[config.mk]
export PLATFORM = sky130hd
export DESIGN_NAME = aimtb_window
export DESIGN_NICKNAME = d
export VERILOG_FILES = /design/src/rtl/aimtb_pkg.sv /design/src/rtl/aimtb_window.sv
export SDC_FILE = /design/constraint.sdc
export NUM_CORES = 1
export LEC_CHECK = 0
export BUFFER_PORTS_ARGS = -buffer_cell sky130_fd_sc_hd__buf_2
export CORE_MARGIN = 3
export CORE_UTILIZATION = 40
export DETAILED_ROUTE_END_ITERATION = 8
export GPL_TIMING_DRIVEN = 0
export PLACE_DENSITY = 0.76
export RECOVER_POWER = 100
export SYNTH_ARGS = -nofsm -noshare
export SYNTH_HDL_FRONTEND = slang
export SYNTH_SLANG_ARGS = --single-unit
[constraint.sdc]
create_clock -name vclk -period 22
set_input_delay 6.6 -clock vclk [all_inputs]
set_output_delay 6.6 -clock vclk [all_outputs]
set_load 0.02 [all_outputs]
[src/rtl/aimtb_pkg.sv]
// Shared sizes, payload types and codes of the adaptive mean threshold binarizer.
package aimtb_pkg;

   localparam int MAX_COLUMNS = 256;
   localparam int MAX_ROWS    = 256;
   localparam int STORE_DEPTH = MAX_COLUMNS * MAX_ROWS;

   localparam int COL_W  = $clog2(MAX_COLUMNS);
   localparam int ROW_W  = $clog2(MAX_ROWS);
   localparam int CNT_W  = $clog2(MAX_COLUMNS + 1);
   localparam int RCNT_W = $clog2(MAX_ROWS + 1);
   localparam int ADDR_W = $clog2(STORE_DEPTH);
   localparam int POS_W  = $clog2(STORE_DEPTH + 1);

   localparam int PIX_W  = 16;
   localparam int INT_W  = 32;
   localparam int RSUM_W = 24;
   localparam int BIN_W  = 8;

   localparam int CSR_COLS_W = 9;
   localparam int CSR_ROWS_W = 9;
   localparam int CSR_WIN_W  = 10;
   localparam int CSR_FRAC_W = 16;
   localparam int CSR_DATA_W = 16;
   localparam int CSR_IDX_W  = 2;
   localparam int FRAC_W     = CSR_FRAC_W + 1;

   localparam int HALF_W   = CSR_WIN_W - 1;
   localparam int SPAN_MAX = (COL_W > ROW_W) ? COL_W : ROW_W;
   localparam int SPAN_W   = ((SPAN_MAX > HALF_W) ? SPAN_MAX : HALF_W) + 1;
   localparam int AREA_W   = COL_W + ROW_W;
   localparam int LHS_W    = PIX_W + AREA_W;
   localparam int PROD_W   = INT_W + FRAC_W;

   localparam logic OP_LOAD = 1'b0;
   localparam logic OP_READ = 1'b1;

   localparam logic [CSR_IDX_W-1:0] CSR_FRAME_COLUMNS      = 2'd0;
   localparam logic [CSR_IDX_W-1:0] CSR_FRAME_ROWS         = 2'd1;
   localparam logic [CSR_IDX_W-1:0] CSR_WINDOW_SIZE        = 2'd2;
   localparam logic [CSR_IDX_W-1:0] CSR_THRESHOLD_FRACTION = 2'd3;

   localparam logic [CSR_COLS_W-1:0] COLS_RESET   = 9'd256;
   localparam logic [CSR_ROWS_W-1:0] ROWS_RESET   = 9'd256;
   localparam logic [CSR_WIN_W-1:0]  WIN_RESET    = 10'd32;
   localparam logic [CSR_FRAC_W-1:0] FRAC_RESET   = 16'd9830;

   localparam logic [BIN_W-1:0] BIN_DARK   = 8'd0;
   localparam logic [BIN_W-1:0] BIN_BRIGHT = 8'd255;

   typedef struct packed {
      logic             op;
      logic [PIX_W-1:0] pixel_value;
   } req_type;

   typedef struct packed {
      logic [BIN_W-1:0] binary_value;
      logic             last_pixel;
      logic             not_ready;
   } rsp_type;

   typedef struct packed {
      logic [COL_W-1:0] lx;
      logic [COL_W-1:0] rx;
      logic [ROW_W-1:0] ty;
      logic [ROW_W-1:0] by;
   } window_type;

endpackage

[src/rtl/aimtb_window.sv]
// Window clipping: corner coordinates of the averaging window around one pixel.
module aimtb_window (
   input  logic [aimtb_pkg::COL_W-1:0]     px,
   input  logic [aimtb_pkg::ROW_W-1:0]     py,
   input  logic [aimtb_pkg::CNT_W-1:0]     cols,
   input  logic [aimtb_pkg::RCNT_W-1:0]    rows,
   input  logic [aimtb_pkg::CSR_WIN_W-1:0] window_size,
   output aimtb_pkg::window_type           win
);
   import aimtb_pkg::*;

   logic [SPAN_W-1:0] half;
   logic [SPAN_W-1:0] px_w;
   logic [SPAN_W-1:0] py_w;
   logic [SPAN_W-1:0] right;
   logic [SPAN_W-1:0] bottom;
   logic [SPAN_W-1:0] col_lim;
   logic [SPAN_W-1:0] row_lim;

   always_comb begin
      half    = SPAN_W'(window_size[CSR_WIN_W-1:1]);
      px_w    = SPAN_W'(px);
      py_w    = SPAN_W'(py);
      right   = px_w + half;
      bottom  = py_w + half;
      col_lim = SPAN_W'(cols - CNT_W'(1));
      row_lim = SPAN_W'(rows - RCNT_W'(1));

      // clip each side to the frame
      win.lx = (px_w > half) ? COL_W'(px_w - half) : '0;
      win.ty = (py_w > half) ? ROW_W'(py_w - half) : '0;
      win.rx = (right < col_lim) ? COL_W'(right) : COL_W'(col_lim);
      win.by = (bottom < row_lim) ? ROW_W'(bottom) : ROW_W'(row_lim);
   end

endmodule
## Word-level counts from Yosys, hierarchy flattened

Index checks and enable logic that the tools add are counted.

| operators by class | value |
|---|---|
| add/sub/neg operators | 6 |
| magnitude comparators | 4 |
| mux-type cells | 4 |

Operator list:

| kind | number |
|---|---|
| 8-bit two-way mux | 4 |
| 8-bit by 9-bit adder with 10-bit output | 2 |
| 10-bit less-than comparator | 2 |
| 9-bit by 1-bit subtractor with 10-bit output, second input constant | 2 |
| 8-bit by 9-bit > comparator with 1-bit output | 2 |
| 8-bit subtractor | 2 |

| storage, ports and cells | value |
|---|---|
| bits in registers | 0 |
| input port bits | 44 |
| word-level logic and storage cells | 14 |

## Longest topological paths before layout

| logic depth | value |
|---|---|
| word-level depth | 3 |
| mapped depth | 14 |
| mapped depth without buffers | 13 |

## Worst setup path before layout

OpenSTA, ideal clock, no wires.

| timing | value |
|---|---|
| path type | input-to-output |
| start point | in window_size[3] in the netlist's numbering |
| end point | out win[16] in the netlist's numbering |
| arrival | 9.656 ns |
| path slack | 5.744 ns |
| cell stages on the path | 13 |
| buffers on the path | 1 |
| cells stage by stage | inv_1 > ha_1 > buf_2 > nor2b_1 > a2111oi_1 > or3_1 > a211oi_1 > o21ai_1 > ha_1 > and4_1 > a221o_1 > a31oi_4 > mux2i_1 |

RTL lines:

| element | RTL line | text |
|---|---|---|
| from (decl) | aimtb_window.sv:7 | `input logic [aimtb_pkg::CSR_WIN_W-1:0] window_size,` |
| to (decl) | aimtb_window.sv:8 | `output aimtb_pkg::window_type win` |

==> results_dict.tcl <==
set metrics [dict create \
    status "completed" \
    die_w_um 84.4 \
    seq_cells 0 \
    layout.nets 513 \
    final-seq-area_um2 0 \
    yosysSeqAreaShare_pct 0 \
    synth_warnings 0 \
    core_area_um2 5710 \
    slew_violations 0 \
    max_freq_mhz 56.5 \
    drt_pre_antenna_iters 4 \
    syn_inst 337 \
    die_h_um 84.4 \
    ctsHoldBuffers 0 \
    crit_arrival_ns 11.11 \
    place_area_um2 2920 \
    path_common_cell "ha_1" \
    hp-class "in2out" \
    initial_utilization_pct 43.0 \
    yosys-top-cells-count "ha_1 (52), nor2_1 (39), inv_1 (35), xnor2_1 (18), nand2_1 (17)" \
    drive_gt1_share_pct 14.6 \
    wl_per_cell_um 12.6 \
    setup.worst_path.start_class "input port" \
    post-route-drc-count 0 \
    finalCritPeriodShare_pct 80.5 \
    wirelength_um 6100 \
    drtAntennaViolNets 0 \
    ys_top_cells_by_area "ha_1 (26%), xnor2_1 (6.4%), nor2_1 (6.0%)" \
    crit_path_cell_trace "clkbuf_1 > inv_1 > ha_1 > nand2b_1 > a2111oi_0 > or3_1 > a211oi_1 > o21ai_0 > ha_1 > and4_1 > a221o_1 > a31oi_1 > mux2_2 > buf_2" \
    power_density_nw_per_um2 36.6 \
    cp_max_fo 8 \
    grt_pass1_wl_um 10400 \
    row_count 27 \
    maxCapViolCount 0 \
    hold_viol 0 \
    peakVddDrop_uv 12.8 \
    cp-end-kind "primary output" \
    place_congestion 0.849 \
    yosys.area.top_type_share_pct 26.5 \
    fin_area_um2 2860 \
    cp_top_family "compound AO/OA/AOI/OAI gates" \
    syn_area_um2 2460 \
    p_leak_nw 1.41 \
    vias_per_cell 5.20 \
    pin_count 76 \
    rsz0062_at_grt "false" \
    grt_start_max_net_pins 11 \
    crit_buf_inv 3 \
    antenna_found_initial 0 \
    fin_crit_ns 17.71 \
    min_from "cols[0]" \
    num_vias 2513 \
    required_ns 15.40 \
    die-area_um2 7120 \
    cts_setup_buffers 0 \
    worst_pin_slew_ns 1.31 \
    multiInputGateArea_um2 2240 \
    grt_pass1_vias 2345 \
    antenna_cells 0 \
    post-dp-hpwl_um 5330 \
    cts_resized 0 \
    yosysTopAreaCell "ha_1" \
    drtIter0Drc 139 \
    syn-num-nets 437 \
    slowest_delay_ns 0.80 \
    cp_slowest_cell "a2111oi_0" \
    worst-path-stages 14 \
    grt_use_total_pct 16.6 \
    slew_headroom_pct 11.5 \
    min_to "win[16]" \
    setup_tns_ns 0 \
    finalSetupViolCount 0 \
    areaGrowthSynthToFinish_pct 16.5 \
    grt_overflow_total 0 \
    clkbuf_count 0 \
    synth_cell_types 49 \
    crit_type "in2out" \
    hold_depth 3 \
    post_synth.cell_area_avg_um2 7.29 \
    port_buffers 74 \
    synth_most_common_cell "ha_1" \
    fill_cells 604 \
]
==> kinds of logic after synthesis <==
kind of cell	after synthesis	synth area share, %
xor gates and xnor gates	34	12.1
buffers and inverters	48	7.94
AOI/OAI and AO/OA	70	20.5
adders and majority gates	56	29.7
muxes	16	6.62
and+or+nand+nor	113	23.1
==> stage by stage <==
step                util [%]  power (W)  cells  worst slack, ns  hold slack, ns
floorplan                  -  0.0000797    337             5.74           13.34
global placement        51.1   0.000106    483             5.20           13.53
detailed placement      51.1   0.000109    483             5.16           13.54
CTS                     51.1   0.000109    483             5.14           13.54
global route            50.1   0.000118    483             4.03           13.58
finish                  50.1   0.000105    483             4.29           13.55
==> routing by layer <==
layer	share of wire, %	GRT usage, %	vias to the layer above	wire (um)
met5	0	0	-	0
met3	6.7	1.86	2	410
li1	-	-	1338	-
met1	49	25.1	1112	2990
met4	0.28	0.576	0	17
met2	44	26.7	61	2680
==> layout make-up <==
type | instances | area share, %
multi-input cells | 289 | 78.3
repair buffers | 74 | 11.7
inverters | 35 | 4.59
well taps | 72 | 3.15
plain buffers | 13 | 2.23
==> worst max path at each step <==
stage	slack, ns	startpoint	end
3_5_place_dp	5.16	window_size[2]	win[23]
2_1_floorplan	5.74	window_size[3]	win[16]
3_3_place_gp	5.20	window_size[2]	win[23]
4_1_cts	5.14	window_size[2]	win[23]
5_1_grt	4.03	window_size[2]	win[23]
6_report	4.29	window_size[2]	win[23]
==> report_power, final <==
part | internal [W] | leakage [nW] | total [W] | switching (W)
Combinational | 0.0000423 | 1.41 | 0.000105 | 0.0000625
Clock | 0 | 0 | 0 | 0
Sequential | 0 | 0 | 0 | 0
Total | 0.0000423 | 1.41 | 0.000105 | 0.0000625
==> cells in the final DEF (no fill, tap or decap), types with 4 or more instances in the layout <==
cell type	Yosys	routed
ha_1	52	52
inv_1	35	35
xnor2_1	18	18
o22ai_1	4	4
nor2b_1	11	11
o31ai_1	4	4
buf_2	6	52
xor2_1	16	16
a21o_1	5	5
mux2i_1	14	14
nand2b_1	4	4
nor2_1	39	39
fa_1	4	4
nand3_1	7	7
o21bai_1	5	5
or3_1	8	8
o21ai_0	8	10
a211oi_1	7	7
nand2_1	17	17
nor3_1	11	11
clkbuf_1	5	33
a21oi_1	11	11
o21a_1	4	4
==> worst min-delay path, stage by stage <==
cell and delay [ns]:
buf_2 0.12, mux2i_1 0.07, clkbuf_1 0.17
No activity file was read; power rests on OpenSTA's default activity.
